[config.mk]
export PLATFORM = sky130hd
export DESIGN_NAME = s2x_core
export DESIGN_NICKNAME = d
export VERILOG_FILES = /design/src/rtl/s2x_pkg.sv /design/src/rtl/s2x_core.sv
export SDC_FILE = /design/constraint.sdc
export NUM_CORES = 1
export LEC_CHECK = 0
export ABC_AREA = 1
export BUFFER_PORTS_ARGS = -buffer_cell sky130_fd_sc_hd__clkbuf_2
export CORE_MARGIN = 3
export CORE_UTILIZATION = 25
export CTS_BUF_LIST = sky130_fd_sc_hd__clkbuf_4 sky130_fd_sc_hd__clkbuf_8
export CTS_CLUSTER_SIZE = 25
export DETAILED_ROUTE_END_ITERATION = 7
export PLACE_DENSITY = 0.45
export SLEW_MARGIN = 20
export SYNTH_ARGS = -nofsm -noshare
export SYNTH_HDL_FRONTEND = slang
export SYNTH_SLANG_ARGS = --single-unit
[constraint.sdc]
create_clock -name clk -period 16.09 [get_ports clk]
set_input_delay 2.4135 -clock clk [delete_from_list [all_inputs] [get_ports clk]]
set_output_delay 2.4135 -clock clk [all_outputs]
set_load 0.01 [all_outputs]
[src/rtl/s2x_pkg.sv]
// Shared constants, types and helper functions for the Scale2x upscaler.
package s2x_pkg;

	localparam int MAX_WIDTH      = 1024;
	localparam int PIXEL_BITS     = 16;
	localparam int COL_BITS       = $clog2(MAX_WIDTH);
	localparam int WCNT_BITS      = $clog2(MAX_WIDTH + 1);
	localparam int ROW_LIMIT      = 1024;
	localparam int ROW_BITS       = $clog2(ROW_LIMIT);
	localparam int HCNT_BITS      = $clog2(ROW_LIMIT + 1);
	localparam int ADDR_BITS      = 23;
	localparam int OPIX_BITS      = 16;
	localparam int OCOL_BITS      = 10;
	localparam int OROW_BITS      = 10;
	localparam int SIZE_BITS      = 11;
	localparam int PITCH_BITS     = 13;
	localparam int CFG_BITS       = 13;
	localparam int REG_IDX_BITS   = 2;
	localparam int IN_TDATA_BITS  = 16;
	localparam int FIELD_BITS     = OCOL_BITS + OROW_BITS + ADDR_BITS + 4 * OPIX_BITS;
	localparam int OUT_TDATA_BITS = ((FIELD_BITS + 7) / 8) * 8;
	localparam int PAD_BITS       = OUT_TDATA_BITS - FIELD_BITS;
	localparam int LINE_BITS      = 2 * PIXEL_BITS;
	localparam int FIFO_DEPTH     = 8;
	localparam int FIFO_PTR_BITS  = $clog2(FIFO_DEPTH);
	localparam int FIFO_CNT_BITS  = $clog2(FIFO_DEPTH + 1);

	localparam logic [REG_IDX_BITS-1:0] REG_IMAGE_WIDTH  = 2'd0;
	localparam logic [REG_IDX_BITS-1:0] REG_IMAGE_HEIGHT = 2'd1;
	localparam logic [REG_IDX_BITS-1:0] REG_DEST_PITCH   = 2'd2;

	typedef logic [PIXEL_BITS-1:0] pix_t;

	typedef struct packed {
		logic first_col;
		logic last_col;
		logic first_row;
		logic last_row;
		logic interior;
	} pos_t;

	typedef struct packed {
		logic [OPIX_BITS-1:0] bottom_right;
		logic [OPIX_BITS-1:0] bottom_left;
		logic [OPIX_BITS-1:0] top_right;
		logic [OPIX_BITS-1:0] top_left;
		logic [ADDR_BITS-1:0] dest_address;
		logic [OROW_BITS-1:0] src_row;
		logic [OCOL_BITS-1:0] src_col;
		logic                 last;
	} result_t;

	function automatic logic [WCNT_BITS-1:0] clamp_width(logic [SIZE_BITS-1:0] w);
		if (w < SIZE_BITS'(2)) begin
			return WCNT_BITS'(2);
		end else if (w > SIZE_BITS'(MAX_WIDTH)) begin
			return WCNT_BITS'(MAX_WIDTH);
		end else begin
			return WCNT_BITS'(w);
		end
	endfunction

	function automatic logic [HCNT_BITS-1:0] clamp_height(logic [SIZE_BITS-1:0] h);
		if (h < SIZE_BITS'(2)) begin
			return HCNT_BITS'(2);
		end else if (h > SIZE_BITS'(ROW_LIMIT)) begin
			return HCNT_BITS'(ROW_LIMIT);
		end else begin
			return HCNT_BITS'(h);
		end
	endfunction

endpackage

[src/rtl/s2x_core.sv]
// Window registers, Scale2x rule, address math and line buffer write-back.
module s2x_core
	import s2x_pkg::*;
(
	input  logic                  clk,
	input  logic                  arst_n,
	input  logic                  valid_s1,
	input  logic [COL_BITS-1:0]   x_s1,
	input  logic [ROW_BITS-1:0]   y_s1,
	input  pix_t                  pix_s1,
	input  pos_t                  pos_s1,
	input  logic [PITCH_BITS-1:0] dest_pitch,
	input  logic [LINE_BITS-1:0]  line_rd,
	output logic                  ram_we,
	output logic [COL_BITS-1:0]   ram_waddr,
	output logic [LINE_BITS-1:0]  ram_wdata,
	output logic [1:0]            push_cnt,
	output result_t               push0,
	output result_t               push1
);

	pix_t win_q [6];
	pix_t up2, up1;
	pix_t b, e, hh, d, f;
	pix_t tl, tr, bl, br;
	logic [ADDR_BITS-1:0] prod, bdr_addr, int_addr;
	logic                 rule_on;
	logic                 emit_int, emit_bdr;
	result_t              res_int, res_bdr;

	assign up2 = line_rd[LINE_BITS-1:PIXEL_BITS];
	assign up1 = line_rd[PIXEL_BITS-1:0];

	assign b  = win_q[0];
	assign e  = win_q[1];
	assign hh = win_q[2];
	assign d  = win_q[4];
	assign f  = up1;

	assign rule_on = (b != hh) && (d != f);
	assign tl = (rule_on && (d == b))  ? d : e;
	assign tr = (rule_on && (b == f))  ? f : e;
	assign bl = (rule_on && (d == hh)) ? d : e;
	assign br = (rule_on && (hh == f)) ? f : e;

	assign prod     = ADDR_BITS'(y_s1) * ADDR_BITS'(dest_pitch);
	assign bdr_addr = {prod[ADDR_BITS-2:0], 1'b0} + ADDR_BITS'({x_s1, 1'b0});
	assign int_addr = bdr_addr - ADDR_BITS'({dest_pitch, 1'b0}) - ADDR_BITS'(2);

	assign emit_int = pos_s1.interior;
	assign emit_bdr = pos_s1.first_col | pos_s1.last_col | pos_s1.first_row | pos_s1.last_row;

	always_comb begin
		res_int.src_col      = OCOL_BITS'(x_s1 - COL_BITS'(1));
		res_int.src_row      = OROW_BITS'(y_s1 - ROW_BITS'(1));
		res_int.dest_address = int_addr;
		res_int.top_left     = OPIX_BITS'(tl);
		res_int.top_right    = OPIX_BITS'(tr);
		res_int.bottom_left  = OPIX_BITS'(bl);
		res_int.bottom_right = OPIX_BITS'(br);
		res_int.last         = ~emit_bdr;

		res_bdr.src_col      = OCOL_BITS'(x_s1);
		res_bdr.src_row      = OROW_BITS'(y_s1);
		res_bdr.dest_address = bdr_addr;
		res_bdr.top_left     = OPIX_BITS'(pix_s1);
		res_bdr.top_right    = OPIX_BITS'(pix_s1);
		res_bdr.bottom_left  = OPIX_BITS'(pix_s1);
		res_bdr.bottom_right = OPIX_BITS'(pix_s1);
		res_bdr.last         = 1'b1;

		push0    = emit_int ? res_int : res_bdr;
		push1    = res_bdr;
		push_cnt = 2'd0;
		if (valid_s1) begin
			push_cnt = 2'(emit_int) + 2'(emit_bdr);
		end
	end

	assign ram_we    = valid_s1;
	assign ram_waddr = x_s1;
	assign ram_wdata = {up1, pix_s1};

	always_ff @(posedge clk or negedge arst_n) begin
		if (!arst_n) begin
			for (int i = 0; i < 6; i++) begin
				win_q[i] <= '0;
			end
		end else if (valid_s1) begin
			win_q[3] <= win_q[0];
			win_q[4] <= win_q[1];
			win_q[5] <= win_q[2];
			win_q[0] <= up2;
			win_q[1] <= up1;
			win_q[2] <= pix_s1;
		end
	end

endmodule

# Word-level counts from Yosys, hierarchy flattened
# Index checks and enable logic that the tools add are counted.
# word_totals
ff_bits,64
latchBits,0
mem_bits_rw,0
romBits,0
input_bits,89
output_inout_bits,261
word_cells,32
memories,0
# op_classes
n_addsub,6
n_mul,1
div_mod_pow,0
n_lt_le_gt_ge,0
n_eq_ne,6
shift,0
n_mux,6
bitwise_logic,4
n_reduce_logical,5
# ops
operator,n
2-to-1 mux 108 bit,1
equality test 16 bit,4
2-to-1 mux 16 bit,4
inequality test 16 bit,2
adder 23 x 11 -> 23 bit,1
subtractor 23 x 14 -> 23 bit,1
subtractor 23 x 2 -> 23 bit (second input constant),1
multiplier 10 x 13 -> 22 bit,1
subtractor 10 x 1 -> 10 bit (second input constant),2
logical AND 1 bit,5
OR 1 bit,3
adder 1 x 1 -> 2 bit,1
2-to-1 mux 2 bit,1
NOT 1 bit,1

# Logic depth before layout (Yosys ltp)
# depth
word_depth,5
ltp_mapped,44
depth_no_buf,42

# Worst setup path before layout
# Ideal clock, no wire load.
# synth_path
path_kind,input port to output port
startpoint,input port y_s1[1]
endpoint,output port push0[37] in the netlist's numbering
t_arrival_ps,9239
slack_ps,4437
stages,39
path_cell_list,clkbuf_1 clkbuf_1 nand2_1 fa_1 inv_1 fa_1 inv_1 fa_1 inv_1 fa_1 inv_1 fa_1 inv_1 ha_1 nand2_1 inv_1 nand2_1 nand2_1 (+3 left out) ha_1 nand2_1 nor2_1 nand2_1 nor2_1 nor2_1 nor2_2 inv_1 o21ai_0 nand2_1 ha_1 inv_1 ha_1 a21oi_1 o21ai_0 or2_4 nor2_4 xor2_1
# synth_lines
element,line,source
"start, declared",s2x_core.sv:9,"input logic [ROW_BITS-1:0] y_s1,"
"end, declared",s2x_core.sv:18,"output result_t push0,"

==> impl_metrics.tcl <==
set metrics [dict create \
    crit_slowest_cell "fa_1" \
    port_buffers 346 \
    synth.avg_cell_area_um2 6.413 \
    clock_path_buffers 2 \
    ys_warn_count 0 \
    antenna-diode-count 0 \
    async_flop_share_pct 100.0 \
    grt_overflow_total 0 \
    post-dp-hpwl_mm 38.49 \
    via_count 12710 \
    drtIter0Drc 747 \
    ys_types 46 \
    synth_seq_cells 64 \
    slew_headroom_pct 41.72 \
    crit_top_cell "nand2_1" \
    critPathKind "input pin to output pin" \
    clock_latency_ns 0.36 \
    synth_flop_cell "dfrtp_1" \
    cts_made_buffers 9 \
    hold_viol 0 \
    holdCritPathClass "flop to flop" \
    grt_setup_unrepaired "false" \
    wl_per_cell_um 16.16 \
    cp_max_fo 17 \
    drc 0 \
    fin_crit_ns 12.21 \
    routabilityCongestion 0.9078 \
    hold_end "d[11]$_DFFE_PN0P_" \
    drive_gt1_share_pct 19.48 \
    fin_crit_sh_pct 75.91 \
    required_ns 13.68 \
    synthesis.instances 2005 \
    hold_depth 2 \
    worstPathArrival_ns 9.80 \
    hold_start "e[11]$_DFFE_PN0P_" \
    areaGrowthSynthToFinish_pct 12.71 \
    synth.largest_area_cell "nand2_1" \
    wl_mm 45.94 \
    start_util_pct 25.47 \
    synthTopCellsByArea "nand2_1, fa_1, dfrtp_1" \
    post_cts_buffers 0 \
    cts.hold.buffers_added 0 \
    synth_edf_count 0 \
    crit_path_end_kind "output pin" \
    fin_nets 2436 \
    place_area_um2 14230 \
    cts.sinks 64 \
    grt.total_usage_pct 16.65 \
    finalInstanceArea_um2 14490 \
    grt_antenna_before_repair 0 \
    netlist_area_um2 12860 \
    seq_area_frac_synth_pct 12.45 \
    die_h_um 232.8 \
    r2r_end "b[11]$_DFFE_PN0P_" \
    critPathLaunchType "input pin" \
    r2r-start "b[11]$_DFFE_PN0P_" \
    grt_start_max_net_pins 96 \
    clk_pin_slew_worst_paths_ns 0.07 \
    max_freq_ghz 0.08188 \
    ant_nets 0 \
    firstDrtPassIters 5 \
    status "finished, final reports clean" \
    vias_per_cell 4.471 \
    crit_path_max_incr_delay_ns 0.52 \
    die_w_um 232.8 \
    grt_pass1_wl_mm 70.45 \
    grt_pass1_vias 12100 \
    setup_viol 0 \
    r2r_slack_ns 15.22 \
    drv_cap 0 \
    cts_tree "yes" \
    coreArea_um2 50480 \
    ctsResizeCount 0 \
    finalSetupTns_ns 0 \
    die-area_um2 54190 \
    root_buffer "clkbuf_8" \
    worst_clock_skew_ns 0.01034 \
    yosysTopAreaCellShare_pct 17.22 \
    final_max_slew_viol_count 0 \
    io-pin-count 350 \
    fp-row-count 82 \
    rr_worst_depth 2 \
    htreeDepth 3 \
    tightest_slew_ns 0.8742 \
]
==> synthesized netlist by cell type (3+ instances only) <==
library cell and n:
o21bai_1 3, buf_1 5, ha_1 94, xor2_1 48, nor4_1 8, nand3_1 46, fa_1 87, buf_4 130
a221oi_1 5, dfrtp_1 64, o21ai_0 151, nand2_2 15, nor2_4 3, nor2_2 12, a21oi_1 99, inv_1 371
o22ai_1 5, clkbuf_1 67, mux2_2 4, nor2_1 61, or2_2 3, nor3_1 15, nand4_1 45, nand2_1 590
xnor2_1 39, inv_2 6
==> worst max-delay path by stage <==
stage	from	end	slack, ns	depth (start not counted)
finish	y_s1[2]	push0[42]	3.88	43
global route	y_s1[1]	push0[42]	3.29	41
CTS	y_s1[1]	push0[42]	3.86	43
detailed placement	y_s1[1]	push0[42]	3.90	43
global placement	y_s1[1]	push0[41]	3.97	42
floorplan	y_s1[1]	push0[37]	4.44	39
==> logic make-up (layout without fill, tap and decap cells) <==
logic type	after synthesis	count (layout)	share of synthesized area, %
DFF	64	64	12.46
and+or+nand+nor	811	811	26.53
adders and majority gates	181	181	22.69
other	2	3	0.05840
buffers and inverters	580	745	20.73
xor gates and xnor gates	87	87	5.926
muxes	4	4	0.3503
AOI/OAI and AO/OA	276	276	11.27
==> through the flow <==
stage	hold slack, ns	setup WS, ns	util (%)	std cells
after floorplan	0.4530	4.437	-	2006
after global placement	0.4658	3.975	28.19	2827
after detailed placement	0.4719	3.897	28.19	2827
after CTS	0.4909	3.860	28.69	2843
after global routing	0.5047	3.288	28.71	2843
final	0.4854	3.876	28.71	2843
==> final cells by class <==
cell class	instances	area (um2)
fill	5742	35990
multi-input combinational	1362	8606
timing repair buffer	351	1772
sequential	64	1602
inverter	378	1420
tap	672	840.8
clock buffer	10	137.6
clock inverter	6	115.1
==> worst max-delay path, delay by kind of cell <==
family,cells,cell delay [ns]
AOI/OAI and AO/OA,3,0.49
xor gates and xnor gates,1,0.15
adders and majority gates,9,3.82
buffers and inverters,12,1.01
and+or+nand+nor,18,1.90
==> routing by layer <==
layer | wire, um | GRT usage (%) | part of all wire, % | vias up
met3 | 2246 | 1.861 | 4.9 | 25
met4 | 566 | 2.540 | 1.2 | 0
li1 | - | - | - | 6379
met1 | 22940 | 24.72 | 50 | 5910
met2 | 20190 | 26.32 | 44 | 398
met5 | 0 | 0 | 0 | -
==> sequential cells by signal (all words and copies together) (netlist names) <==
signal	cells
b	16
hh	16
e	16
d	16
==> layout by cell type (no fill, tap or decap), types with 4 or more instances in the layout <==
| cell | instances |
|---|---|
| nand2_1 | 586 |
| inv_1 | 371 |
| clkbuf_2 | 345 |
| o21ai_0 | 151 |
| a21oi_1 | 99 |
| ha_1 | 94 |
| fa_1 | 87 |
| dfrtp_1 | 64 |
| nor2_1 | 61 |
| xor2_1 | 48 |
| nand3_1 | 46 |
| nand4_1 | 45 |
| xnor2_1 | 39 |
| nand2_2 | 19 |
| nor3_1 | 15 |
| nor2_2 | 12 |
| clkbuf_8 | 10 |
| nor4_1 | 8 |
| inv_2 | 6 |
| buf_4 | 6 |
| o22ai_1 | 5 |
| a221oi_1 | 5 |
| mux2_2 | 4 |
Power is not shown: default switching activity piles up to over one toggle a cycle in this logic, so the estimate is an artifact.
