[src/rtl/s2x_pkg.sv]
// Shared constants, types and helper functions for the Scale2x upscaler.
package s2x_pkg;

	localparam int MAX_WIDTH      = 1024;
	localparam int PIXEL_BITS     = 16;
	localparam int COL_BITS       = $clog2(MAX_WIDTH);
	localparam int WCNT_BITS      = $clog2(MAX_WIDTH + 1);
	localparam int ROW_LIMIT      = 1024;
	localparam int ROW_BITS       = $clog2(ROW_LIMIT);
	localparam int HCNT_BITS      = $clog2(ROW_LIMIT + 1);
	localparam int ADDR_BITS      = 23;
	localparam int OPIX_BITS      = 16;
	localparam int OCOL_BITS      = 10;
	localparam int OROW_BITS      = 10;
	localparam int SIZE_BITS      = 11;
	localparam int PITCH_BITS     = 13;
	localparam int CFG_BITS       = 13;
	localparam int REG_IDX_BITS   = 2;
	localparam int IN_TDATA_BITS  = 16;
	localparam int FIELD_BITS     = OCOL_BITS + OROW_BITS + ADDR_BITS + 4 * OPIX_BITS;
	localparam int OUT_TDATA_BITS = ((FIELD_BITS + 7) / 8) * 8;
	localparam int PAD_BITS       = OUT_TDATA_BITS - FIELD_BITS;
	localparam int LINE_BITS      = 2 * PIXEL_BITS;
	localparam int FIFO_DEPTH     = 8;
	localparam int FIFO_PTR_BITS  = $clog2(FIFO_DEPTH);
	localparam int FIFO_CNT_BITS  = $clog2(FIFO_DEPTH + 1);

	localparam logic [REG_IDX_BITS-1:0] REG_IMAGE_WIDTH  = 2'd0;
	localparam logic [REG_IDX_BITS-1:0] REG_IMAGE_HEIGHT = 2'd1;
	localparam logic [REG_IDX_BITS-1:0] REG_DEST_PITCH   = 2'd2;

	typedef logic [PIXEL_BITS-1:0] pix_t;

	typedef struct packed {
		logic first_col;
		logic last_col;
		logic first_row;
		logic last_row;
		logic interior;
	} pos_t;

	typedef struct packed {
		logic [OPIX_BITS-1:0] bottom_right;
		logic [OPIX_BITS-1:0] bottom_left;
		logic [OPIX_BITS-1:0] top_right;
		logic [OPIX_BITS-1:0] top_left;
		logic [ADDR_BITS-1:0] dest_address;
		logic [OROW_BITS-1:0] src_row;
		logic [OCOL_BITS-1:0] src_col;
		logic                 last;
	} result_t;

	function automatic logic [WCNT_BITS-1:0] clamp_width(logic [SIZE_BITS-1:0] w);
		if (w < SIZE_BITS'(2)) begin
			return WCNT_BITS'(2);
		end else if (w > SIZE_BITS'(MAX_WIDTH)) begin
			return WCNT_BITS'(MAX_WIDTH);
		end else begin
			return WCNT_BITS'(w);
		end
	endfunction

	function automatic logic [HCNT_BITS-1:0] clamp_height(logic [SIZE_BITS-1:0] h);
		if (h < SIZE_BITS'(2)) begin
			return HCNT_BITS'(2);
		end else if (h > SIZE_BITS'(ROW_LIMIT)) begin
			return HCNT_BITS'(ROW_LIMIT);
		end else begin
			return HCNT_BITS'(h);
		end
	endfunction

endpackage

[src/rtl/s2x_fifo.sv]
// Result queue taking up to two items per cycle and giving one.
module s2x_fifo
	import s2x_pkg::*;
(
	input  logic                     clk,
	input  logic                     arst_n,
	input  logic [1:0]               push_cnt,
	input  result_t                  push0,
	input  result_t                  push1,
	input  logic                     pop,
	output result_t                  head,
	output logic [FIFO_CNT_BITS-1:0] count
);

	result_t                  mem_q [FIFO_DEPTH];
	logic [FIFO_PTR_BITS-1:0] wr_ptr_q, rd_ptr_q, wr_ptr_p1;
	logic [FIFO_CNT_BITS-1:0] cnt_q;

	assign wr_ptr_p1 = wr_ptr_q + FIFO_PTR_BITS'(1);

	always_ff @(posedge clk) begin
		if (push_cnt != 2'd0) begin
			mem_q[wr_ptr_q] <= push0;
		end
		if (push_cnt == 2'd2) begin
			mem_q[wr_ptr_p1] <= push1;
		end
	end

	always_ff @(posedge clk or negedge arst_n) begin
		if (!arst_n) begin
			wr_ptr_q <= '0;
			rd_ptr_q <= '0;
			cnt_q    <= '0;
		end else begin
			wr_ptr_q <= wr_ptr_q + FIFO_PTR_BITS'(push_cnt);
			if (pop) begin
				rd_ptr_q <= rd_ptr_q + FIFO_PTR_BITS'(1);
			end
			cnt_q <= cnt_q + FIFO_CNT_BITS'(push_cnt) - FIFO_CNT_BITS'(pop);
		end
	end

	assign head  = mem_q[rd_ptr_q];
	assign count = cnt_q;

endmodule

[config.mk]
export PLATFORM = sky130hd
export DESIGN_NAME = s2x_fifo
export DESIGN_NICKNAME = d
export VERILOG_FILES = /design/src/rtl/s2x_pkg.sv /design/src/rtl/s2x_fifo.sv
export SDC_FILE = /design/constraint.sdc
export NUM_CORES = 1
export LEC_CHECK = 0
export ABC_CLOCK_PERIOD_IN_PS = 28600
export BUFFER_PORTS_ARGS = -buffer_cell sky130_fd_sc_hd__buf_4
export CAP_MARGIN = 20
export CORE_MARGIN = 5
export CORE_UTILIZATION = 38
export DETAILED_ROUTE_END_ITERATION = 10
export MAX_ROUTING_LAYER = met4
export SYNTH_ARGS = -nofsm -noshare
export SYNTH_HDL_FRONTEND = slang
export SYNTH_SLANG_ARGS = --single-unit
[constraint.sdc]
create_clock -name clk -period 28.6 [get_ports clk]
set_input_delay 5.72 -clock clk [delete_from_list [all_inputs] [get_ports clk]]
set_output_delay 5.72 -clock clk [all_outputs]
set_load 0.005 [all_outputs]
# ---- Word level (Yosys, flattened, before mapping)
# Memory sizes are Yosys's and may differ from the RTL's.
# Cells that the tools add are included.
dict set report word_totals {
  reg_bits 10
  latch_bits 0
  mem_bits_rw 864
  romBits 0
  input_bits 221
  output_inout_bits 112
  elab_cells 15
  n_memories 1
}
dict set report op_classes {
  add_sub_neg 5
  n_mul 0
  div 0
  n_lt_le_gt_ge 0
  eq_ne 1
  shifts 0
  n_mux 4
  n_bitwise 0
  reduce_logical 1
}
# name words word_bits read_ports rd_ports_with_merged_regs wr line
set memory_table {}
lappend memory_table {mem_q 8 108 1 0 2 s2x_fifo.sv:15} ;# result_t mem_q [FIFO_DEPTH];
# operator n
set op_table {}
lappend op_table {{$add A3 B1 Y3 const B} 2}
lappend op_table {{$add A4 B2 Y4} 1}
lappend op_table {{$mux W1} 4}
lappend op_table {{$sub A4 B1 Y4} 1}
lappend op_table {{$add A3 B2 Y3} 1}
lappend op_table {{$eq A2 B2 Y1 const B} 1}
lappend op_table {{$reduce_bool A2 Y1} 1}

# ---- Depth between registers and ports, before layout
# Gate-level depths: netlist of the first run.
dict set report depth {
  depth_word 3
  depth_mapped 7
  ltp_nobuf 7
}

# ---- Least setup slack after synthesis of the first run
# No wires, ideal clock.
dict set report synth_timing {
  path_kind {input to register}
  start {in push_cnt[0]}
  end {mem mem_q[1][0] (netlist name), enable pin}
  setup_ns 0.735
  t_arrival_ns 13.788
  t_required_ns 27.865
  path_slack_ns 14.077
  path_stages 2
  n_path_buf 0
  path_cell_list {o21ai_0 > o31ai_1}
}
# item line
set synth_lines {}
lappend synth_lines {{start, declared} s2x_fifo.sv:7} ;# input logic [1:0] push_cnt,
lappend synth_lines {{end, declared} s2x_fifo.sv:15}

==> impl_metrics.toml, run 1 <==
[route]
antenna_left = 0
vias = 23400
drc = 0
routed_wl_um = 120000
routedWlPerCell_um = 28.7
dr.first_iter.drc_count = 1633
vias_per_cell = 5.58
first_pass_iters = 4

[floorplan]
die_y_um = 347
core-area_um2 = 113000
io_pins = 333
die-area_um2 = 120000
die-width_um = 347
start_util_pct = 38.3
rows = 123

[job]
cap_violations = 0

[cts]
cts_tree = "built"
clkLatencyLatePin_ns = 0.67
clock-sinks = 874
path_clk_slew_ns = 0.06
htree_levels = 3
cts.repair.resized = 0
clk_path_buf_depth = 3
numCtsBuffers = 102
ctsHoldBuffers = 0
cts_root_buffer = "clkbuf_16"
cts_setup_buffers = 0

[final_layout]
drive_gt1_share_pct = 63.6
finalNonFillerCells = 4191
nFillCells = 9749
syn2layout_area_growth_pct = 17.1
fin_area_um2 = 50600
multiInputGateArea_um2 = 16400
fin_util_pct = 44.9
finalNetCount = 2821
seqCellArea_um2 = 26200

[synth]
yosys_warnings = 0
avgSynthCellArea_um2 = 19.0
netlist_area_um2 = 43200
ys_seq_area_share_pct = 60.7
synth_nets = 2500
ys_types = 31
ys_ff_latch = 874
synthCells = 2269

[power]
ir_worst_vdd_mv = 0.0950
p_leak_nw = 17.0
p_per_area_nw_per_um2 = 103

[grt]
grt_pass1_wl_um = 178000
grt_max_degree = 110
grt-ovfl-total = 0
grtUsageTotal_pct = 20.3
antenna_found_initial = 15
grt_pass1_vias = 26100

[worst_setup_path]
cp-start-kind = "flop"
worst-path-max-fanout = 60
crit_required_ns = 22.88
critical_path_class = "flop to output pin"
arrival_ns = 5.18
end_kind = "output pin"

[hold_path]
hold_path_class = "flop to flop"

[timing]
fin_skew_ns = 0.0273
layout_min_cycle_time_ns = 10.90
rsz0062_at_grt = "no"
setup_viol = 0
fin_crit_sh_pct = 38.1
setup_tns_ns = 0
worst_pin_slew_ns = 1.05
drv_slew = 0
hold_viol = 0
holdWs_ns = 0.610
fmaxAchievable_ghz = 0.0917
slew_headroom_pct = 29.7

[place]
io_buffers = 332
dpl_cell_area_um2 = 47400
place_congestion = 0.740
dp.cells = 3986
hpwl_um = 64100

[outcome]
outcome = "completed"
routing by layer:
metal | wire length (µm) | part of all wire, % | global-route usage [%]
met1 | 49800 | 41 | 25.3
met2 | 61700 | 51 | 34.4
met3 | 6930 | 5.8 | 4.74
met4 | 2030 | 1.7 | 3.79
met5 | 0 | 0 | -
power by group:
| part | switching (mW) | internal (mW) |
|---|---|---|
| logic | 1.02 | 0.937 |
| clock network | 0.521 | 0.705 |
| registers | 0.125 | 1.89 |
| total | 1.66 | 3.53 |
area by class of cell:
class	instances	share of cell area, %
well taps	1500	3.71
clock buffers	127	5.36
repair buffers	369	5.72
inverters	8	0.0594
clock inverters	63	0.817
diodes	15	0.0742
multi-input cells	1235	32.4
flip-flops and latches	874	51.8
Yosys cell counts, drive strengths merged:
| cell type | number | share of area (%) |
|---|---|---|
| nor4b | 1 | 0.020 |
| xnor2 | 4 | 0.12 |
| edfxtp | 864 | 60 |
| nand3 | 2 | 0.023 |
| ha | 8 | 0.23 |
| nand4b | 1 | 0.020 |
| clkbuf | 31 | 0.27 |
| mux2 | 973 | 25 |
| mux4 | 216 | 11 |
| o21ai | 5 | 0.058 |
| xor2 | 4 | 0.099 |
| a21oi | 1 | 0.012 |
| dfrtp | 10 | 0.58 |
| fa | 2 | 0.093 |
| nand2b | 2 | 0.029 |
| inv | 8 | 0.070 |
| nor2 | 2 | 0.035 |
| and4bb | 1 | 0.029 |
| a21o | 1 | 0.017 |
| nor3b | 1 | 0.017 |
| o22ai | 2 | 0.029 |
| o31ai | 2 | 0.035 |
| buf | 121 | 1.4 |
| nand2 | 6 | 0.052 |
| o21bai | 1 | 0.017 |
layout by cell type, fill, tap and decap left out, types with 2 or more instances in the layout:
| cell type | synthesis | routed |
|---|---|---|
| buf_12 | 0 | 8 |
| buf_4 | 6 | 360 |
| bufinv_16 | 0 | 4 |
| clkbuf_1 | 31 | 22 |
| clkbuf_16 | 0 | 105 |
| clkinv_1 | 0 | 36 |
| clkinv_2 | 0 | 10 |
| clkinv_4 | 0 | 2 |
| clkinvlp_4 | 0 | 5 |
| dfrtp_1 | 10 | 7 |
| dfrtp_4 | 0 | 3 |
| diode_2 | 0 | 15 |
| edfxtp_1 | 864 | 864 |
| fa_1 | 2 | 2 |
| ha_1 | 8 | 8 |
| inv_1 | 8 | 8 |
| inv_6 | 0 | 6 |
| mux2_1 | 9 | 9 |
| mux2_2 | 964 | 964 |
| mux4_2 | 216 | 216 |
| nand2_1 | 6 | 2 |
| nand2_4 | 0 | 4 |
| nand2b_1 | 2 | 2 |
| nand3_4 | 0 | 2 |
| nor2_4 | 1 | 2 |
| o21ai_4 | 0 | 4 |
| o22ai_4 | 0 | 2 |
| o31ai_4 | 0 | 2 |
| xnor2_1 | 3 | 3 |
| xor2_1 | 3 | 3 |
cell families after synthesis:
logic type | count (synthesis) | share of synthesized area (%)
AO/OA/AOI/OAI | 12 | 0.168
XOR/XNOR | 8 | 0.223
adder cells (fa/ha/maj) | 10 | 0.325
buffers and inverters | 160 | 1.76
flip-flops | 874 | 60.7
multiplexers | 1189 | 36.6
AND/OR/NAND/NOR | 16 | 0.226
worst paths after layout:
kind                             start  slack (ns)     endpoint  cells past startpoint
max                        rd_ptr_q[2]       17.70     head[11]                      6
min                           count[3]        0.61     count[3]                      2
max reg2reg                wr_ptr_q[1]       24.12  mem_q[2][2]                      5
min reg2reg                   count[3]        0.61     count[3]                      2
max in group asynchronous       arst_n       23.56  rd_ptr_q[2]                      1
min in group asynchronous       arst_n        4.87  wr_ptr_q[0]                      1
worst max-delay path: stages, from the launching register on:
cell,delay (ns)
dfrtp_4,0.98
buf_4,0.80
buf_4,0.84
buf_4,0.86
mux4_2,0.43
mux2_2,0.32
buf_4,0.15
flip-flops by register name, indices dropped and copies added, names as in the netlist:
signal / cells
count: 4
rd_ptr_q: 3
wr_ptr_q: 3
mem_q: 864
through the flow:
step                      power, mW  setup WS, ns
after CTS                      5.29         17.42
after global placement         4.01         18.28
after detailed placement       4.05         18.21
final                          5.20         17.70
after global routing           5.45         17.41
after floorplan                3.28         14.08
(Power assumes the default switching activity.)
==> run 2: changes to the inputs <==
--- a/config.mk
+++ b/config.mk
@@ -5,7 +5,7 @@
 export SDC_FILE = /design/constraint.sdc
 export NUM_CORES = 1
 export LEC_CHECK = 0
-export ABC_CLOCK_PERIOD_IN_PS = 28600
+export ABC_CLOCK_PERIOD_IN_PS = 9600
 export BUFFER_PORTS_ARGS = -buffer_cell sky130_fd_sc_hd__buf_4
 export CAP_MARGIN = 20
 export CORE_MARGIN = 5
==> constraint.sdc (replaced) <==
create_clock -name clk -period 9.6 [get_ports clk]
set_input_delay 1.92 -clock clk [delete_from_list [all_inputs] [get_ports clk]]
set_output_delay 1.92 -clock clk [all_outputs]
set_load 0.005 [all_outputs]
==> run 2 against run 1 <==
Net effect:
- critical path depth decreased by 2
- power increased to 3.0 times the previous value
- setup slack got worse by 14 ns
- first-iteration DRC count increased by 1.7%
- sequential share of layout area about the same
- final cell count increased by 0.50%
- die area unchanged
- combinational power increased to 3.0 times the previous value
- clock skew decreased by 0.014 ns
- global-route usage decreased by 0.086 points
==> impl_metrics.toml, run 2 (same netlist as run 1, synthesis figures left out) <==
[cts]
clkLatencyLatePin_ns = 0.67
cts_root_buffer = "clkbuf_16"
clk_path_buf_depth = 3
cts.repair.resized = 0
ctsHoldBuffers = 0
cts_tree = "built"
cts_setup_buffers = 0
numCtsBuffers = 99
path_clk_slew_ns = 0.06
clock-sinks = 874
htree_levels = 3

[power]
ir_worst_vdd_mv = 0.257
pwr-share-clk_pct = 23.6
p_leak_nw = 17.0
seq_power_share_pct = 38.6
power_mw = 15.5
p_int_mw = 10.5
comb_power_share_pct = 37.7
p_sw_share_pct = 31.9
p_switching_mw = 4.93
p_per_area_nw_per_um2 = 306

[timing]
worst_pin_slew_ns = 1.13
fmaxAchievable_ghz = 0.174
drv_slew = 0
fin_skew_ns = 0.0137
holdWs_ns = 0.614
hold_viol = 0
setup_tns_ns = 0
setup_viol = 0
slew_headroom_pct = 24.9
fin_crit_sh_pct = 59.8
layout_min_cycle_time_ns = 5.74
rsz0062_at_grt = "no"

[job]
cap_violations = 0

[final_layout]
seqCellArea_um2 = 26200
nFillCells = 9826
fin_util_pct = 44.9
final_common_cell = "mux2_2"
largest_reg_flops = 864
largest-register = "mem_q"
finalNetCount = 2825
drive_gt1_share_pct = 63.9
finalNonFillerCells = 4212
multiInputGateArea_um2 = 16400
final_cell_mix = "964 x mux2_2, 864 x edfxtp_1, 374 x buf_4"
syn2layout_area_growth_pct = 17.1

[hold_path]
hold_path_class = "flop to flop"
min_from = "count[3]"

[worst_setup_path]
r2r-start = "wr_ptr_q[1]"
worst-path-max-fanout = 46
arrival_ns = 3.82
end_kind = "output pin"
cp-start-kind = "flop"
critical_path_class = "flop to output pin"
critPathLaunch = "rd_ptr_q[1]"
crit_required_ns = 7.68

[grt]
grtUsageTotal_pct = 20.2
grt_pass1_vias = 25900
grt_pass1_wl_um = 177000
grt-ovfl-total = 0
antenna_found_initial = 35
grt_max_degree = 132

[route]
drc = 0
vias = 23400
routedWlPerCell_um = 28.7
dr.first_iter.drc_count = 1660
antenna_left = 0
routed_wl_um = 121000
first_pass_iters = 6
vias_per_cell = 5.56

[floorplan]
start_util_pct = 38.3
die_y_um = 347
io_pins = 333
die-area_um2 = 120000
die-width_um = 347
rows = 123
core-area_um2 = 113000

[place]
io_buffers = 332
hpwl_um = 68000
place_congestion = 0.739
dp.cells = 3993

[outcome]
outcome = "completed"
-- run 2: power by group through the flow --
stage	Combinational, mW	Sequential (mW)	Clock (mW)
finish	5.84	5.98	3.66
global route	6.24	6.07	3.90
CTS	6.02	6.00	3.75
detailed placement	6.00	6.07	0
global placement	5.95	6.00	0
floorplan	3.55	6.15	0
-- run 2: worst max-delay path, cell delays in order (launching register included) --
cell and delay, ns:
dfrtp_4 0.67, buf_4 0.83, buf_4 0.87, mux2_2 0.49, buf_4 0.17
-- run 2: cell type report --
class,instances,area share [%]
timing repair buffer,376,5.63
antenna,37,0.183
multi-input combinational,1235,32.4
inverter,8,0.0594
clock buffer,126,5.23
sequential,874,51.8
clock inverter,56,0.940
tap,1500,3.71
-- run 2: metrics by stage --
stage	area [µm²]	setup WS (ns)
finish	50600	3.86
global route	50600	3.80
CTS	50500	3.79
detailed placement	47400	4.03
global placement	47400	4.00
floorplan	43200	-0.799
-- run 2: layer usage --
metal,share of wire (%),wire length [µm],global-route usage (%)
met1,41,49800,25.0
met2,50,60100,33.2
met3,6.3,7640,5.24
met4,2.8,3330,5.61
met5,0,0,-
-- run 2: worst paths after layout --
| path | slack (ns) | cells past startpoint | to |
|---|---|---|---|
| min reg2reg | 0.61 | 2 | count[3] |
| min | 0.61 | 2 | count[3] |
| min in group asynchronous | 1.08 | 1 | count[0] |
| max in group asynchronous | 8.34 | 1 | rd_ptr_q[1] |
| max reg2reg | 5.36 | 5 | mem_q[7][73] |
| max | 3.86 | 4 | head[96] |
==> run 3: changes to the inputs <==
--- a/config.mk
+++ b/config.mk
@@ -5,7 +5,7 @@
 export SDC_FILE = /design/constraint.sdc
 export NUM_CORES = 1
 export LEC_CHECK = 0
-export ABC_CLOCK_PERIOD_IN_PS = 9600
+export ABC_CLOCK_PERIOD_IN_PS = 4830
 export BUFFER_PORTS_ARGS = -buffer_cell sky130_fd_sc_hd__buf_4
 export CAP_MARGIN = 20
 export CORE_MARGIN = 5
==> constraint.sdc (replaced) <==
create_clock -name clk -period 4.83 [get_ports clk]
set_input_delay 0.966 -clock clk [delete_from_list [all_inputs] [get_ports clk]]
set_output_delay 0.966 -clock clk [all_outputs]
set_load 0.005 [all_outputs]
==> run 3 against run 2 <==
Net effect:
- wire length fell by 0.80%
- first-iteration DRC count rose by 9.6%
- combinational power rose by 100%
- sequential power rose by 100%
- critical path type unchanged
- critical endpoint is now head[34]
- largest cell class unchanged
- utilization rose by 0.55 points
==> impl_metrics.toml, run 3 (same netlist as run 1, synthesis figures left out) <==
[outcome]
outcome = "completed"

[route]
antenna_left = 0
drc = 0
dr.first_iter.drc_count = 1819
routedWlPerCell_um = 28.4
vias_per_cell = 5.56
first_pass_iters = 5
vias = 23400
routed_wl_um = 120000

[final_layout]
largest-register = "mem_q"
fin_util_pct = 45.4
final_cell_mix = "964 x mux2_2, 864 x edfxtp_1, 357 x buf_4"
largest_reg_flops = 864
fin_area_um2 = 51200
syn2layout_area_growth_pct = 18.5
final_common_cell = "mux2_2"
finalNetCount = 2838
drive_gt1_share_pct = 64.7

[worst_setup_path]
crit_path_top_delay_cell = "dfrtp_4"
worst-path-max-fanout = 29
crit_required_ns = 3.86
critPathBufInv = 2
critical_path_class = "flop to output pin"
path_delay_family = "flip-flops"
path_common_cell = "buf_4"
max_stage_delay_ns = 0.94
end_kind = "output pin"
arrival_ns = 3.14
cp-start-kind = "flop"
path_cells = "buf_4 -> mux4_2 -> mux2_2 -> buf_4"

[floorplan]
die-width_um = 347
io_pins = 333
core-area_um2 = 113000
die_y_um = 347
rows = 123
start_util_pct = 38.3
die-area_um2 = 120000

[power]
p_int_mw = 21.5
comb_power_share_pct = 37.6
p_leak_nw = 17.2
p_per_area_nw_per_um2 = 615
p_sw_share_pct = 31.6
pwr-share-clk_pct = 24.4
p_switching_mw = 9.96
ir_worst_vdd_mv = 0.537
seq_power_share_pct = 38.0

[timing]
rsz0062_at_grt = "no"
slew_headroom_pct = 23.6
drv_slew = 0
fin_crit_sh_pct = 84.9
setup_viol = 0
fin_skew_ns = 0.0313
layout_min_cycle_time_ns = 4.10
hold_viol = 0
fmaxAchievable_ghz = 0.244
worst_pin_slew_ns = 1.15

[cts]
clock-sinks = 874
cts_root_buffer = "clkbuf_16"
clk_path_buf_depth = 3
cts_tree = "built"
ctsHoldBuffers = 0
numCtsBuffers = 100
htree_levels = 3
path_clk_slew_ns = 0.06
cts.repair.resized = 0
clkLatencyLatePin_ns = 0.69
cts_setup_buffers = 0

[place]
place_congestion = 0.748
io_buffers = 332
hpwl_um = 66500
dpl_cell_area_um2 = 47800

[grt]
antenna_found_initial = 22
grt-ovfl-total = 0
grt_pass1_wl_um = 176000
grtUsageTotal_pct = 20.2
grt_max_degree = 109
grt_pass1_vias = 26000

[job]
cap_violations = 0

[hold_path]
hold_path_class = "primary input to async pin"
-- run 3: cell type report --
type	instances	area, µm²
well taps	1500	1880
flip-flops and latches	874	26200
diodes	22	55.1
fillers	9752	61500
clock buffers	122	2670
repair buffers	388	3300
clock inverters	65	657
inverters	8	30.0
multi-input cells	1235	16400
-- run 3: worst paths after layout --
path,start,cells past startpoint,slack [ns],to
max,rd_ptr_q[0],4,0.73,head[34]
min,arst_n,1,0.14,count[0]
max reg2reg,wr_ptr_q[1],5,1.41,mem_q[5][54]
min reg2reg,count[3],2,0.61,count[3]
max in group asynchronous,arst_n,1,4.51,rd_ptr_q[2]
min in group clk,pop,2,0.53,rd_ptr_q[0]
-- run 3: power groups by stage --
stage          Clock (mW)  Combinational (mW)  Sequential, mW
2_1_floorplan           0                7.07            12.0
3_5_place_dp            0                12.1            12.1
6_report             7.68                11.9            12.0
5_1_grt              8.20                12.6            12.1
4_1_cts              7.86                12.2            12.0
3_3_place_gp            0                12.0            12.0
-- run 3: stage by stage --
step / power [mW] / instances / setup WS, ns / hold WS, ns / setup TNS, ns
after global placement: 24.0 / 4005 / 1.33 / 0.588 / 0
after detailed placement: 24.3 / 4005 / 1.27 / 0.601 / 0
after floorplan: 19.0 / 2269 / -2.17 / 0.576 / -810.25
after CTS: 32.0 / 4192 / 0.595 / 0.0934 / 0
after global routing: 33.0 / 4213 / 0.546 / 0.111 / 0
final: 31.5 / 4214 / 0.728 / 0.140 / 0
-- run 3: layer usage --
layer | wire length, µm | track usage [%]
met5 | 0 | -
met4 | 2130 | 5.05
met3 | 7890 | 4.23
met2 | 60500 | 33.4
met1 | 49300 | 25.6
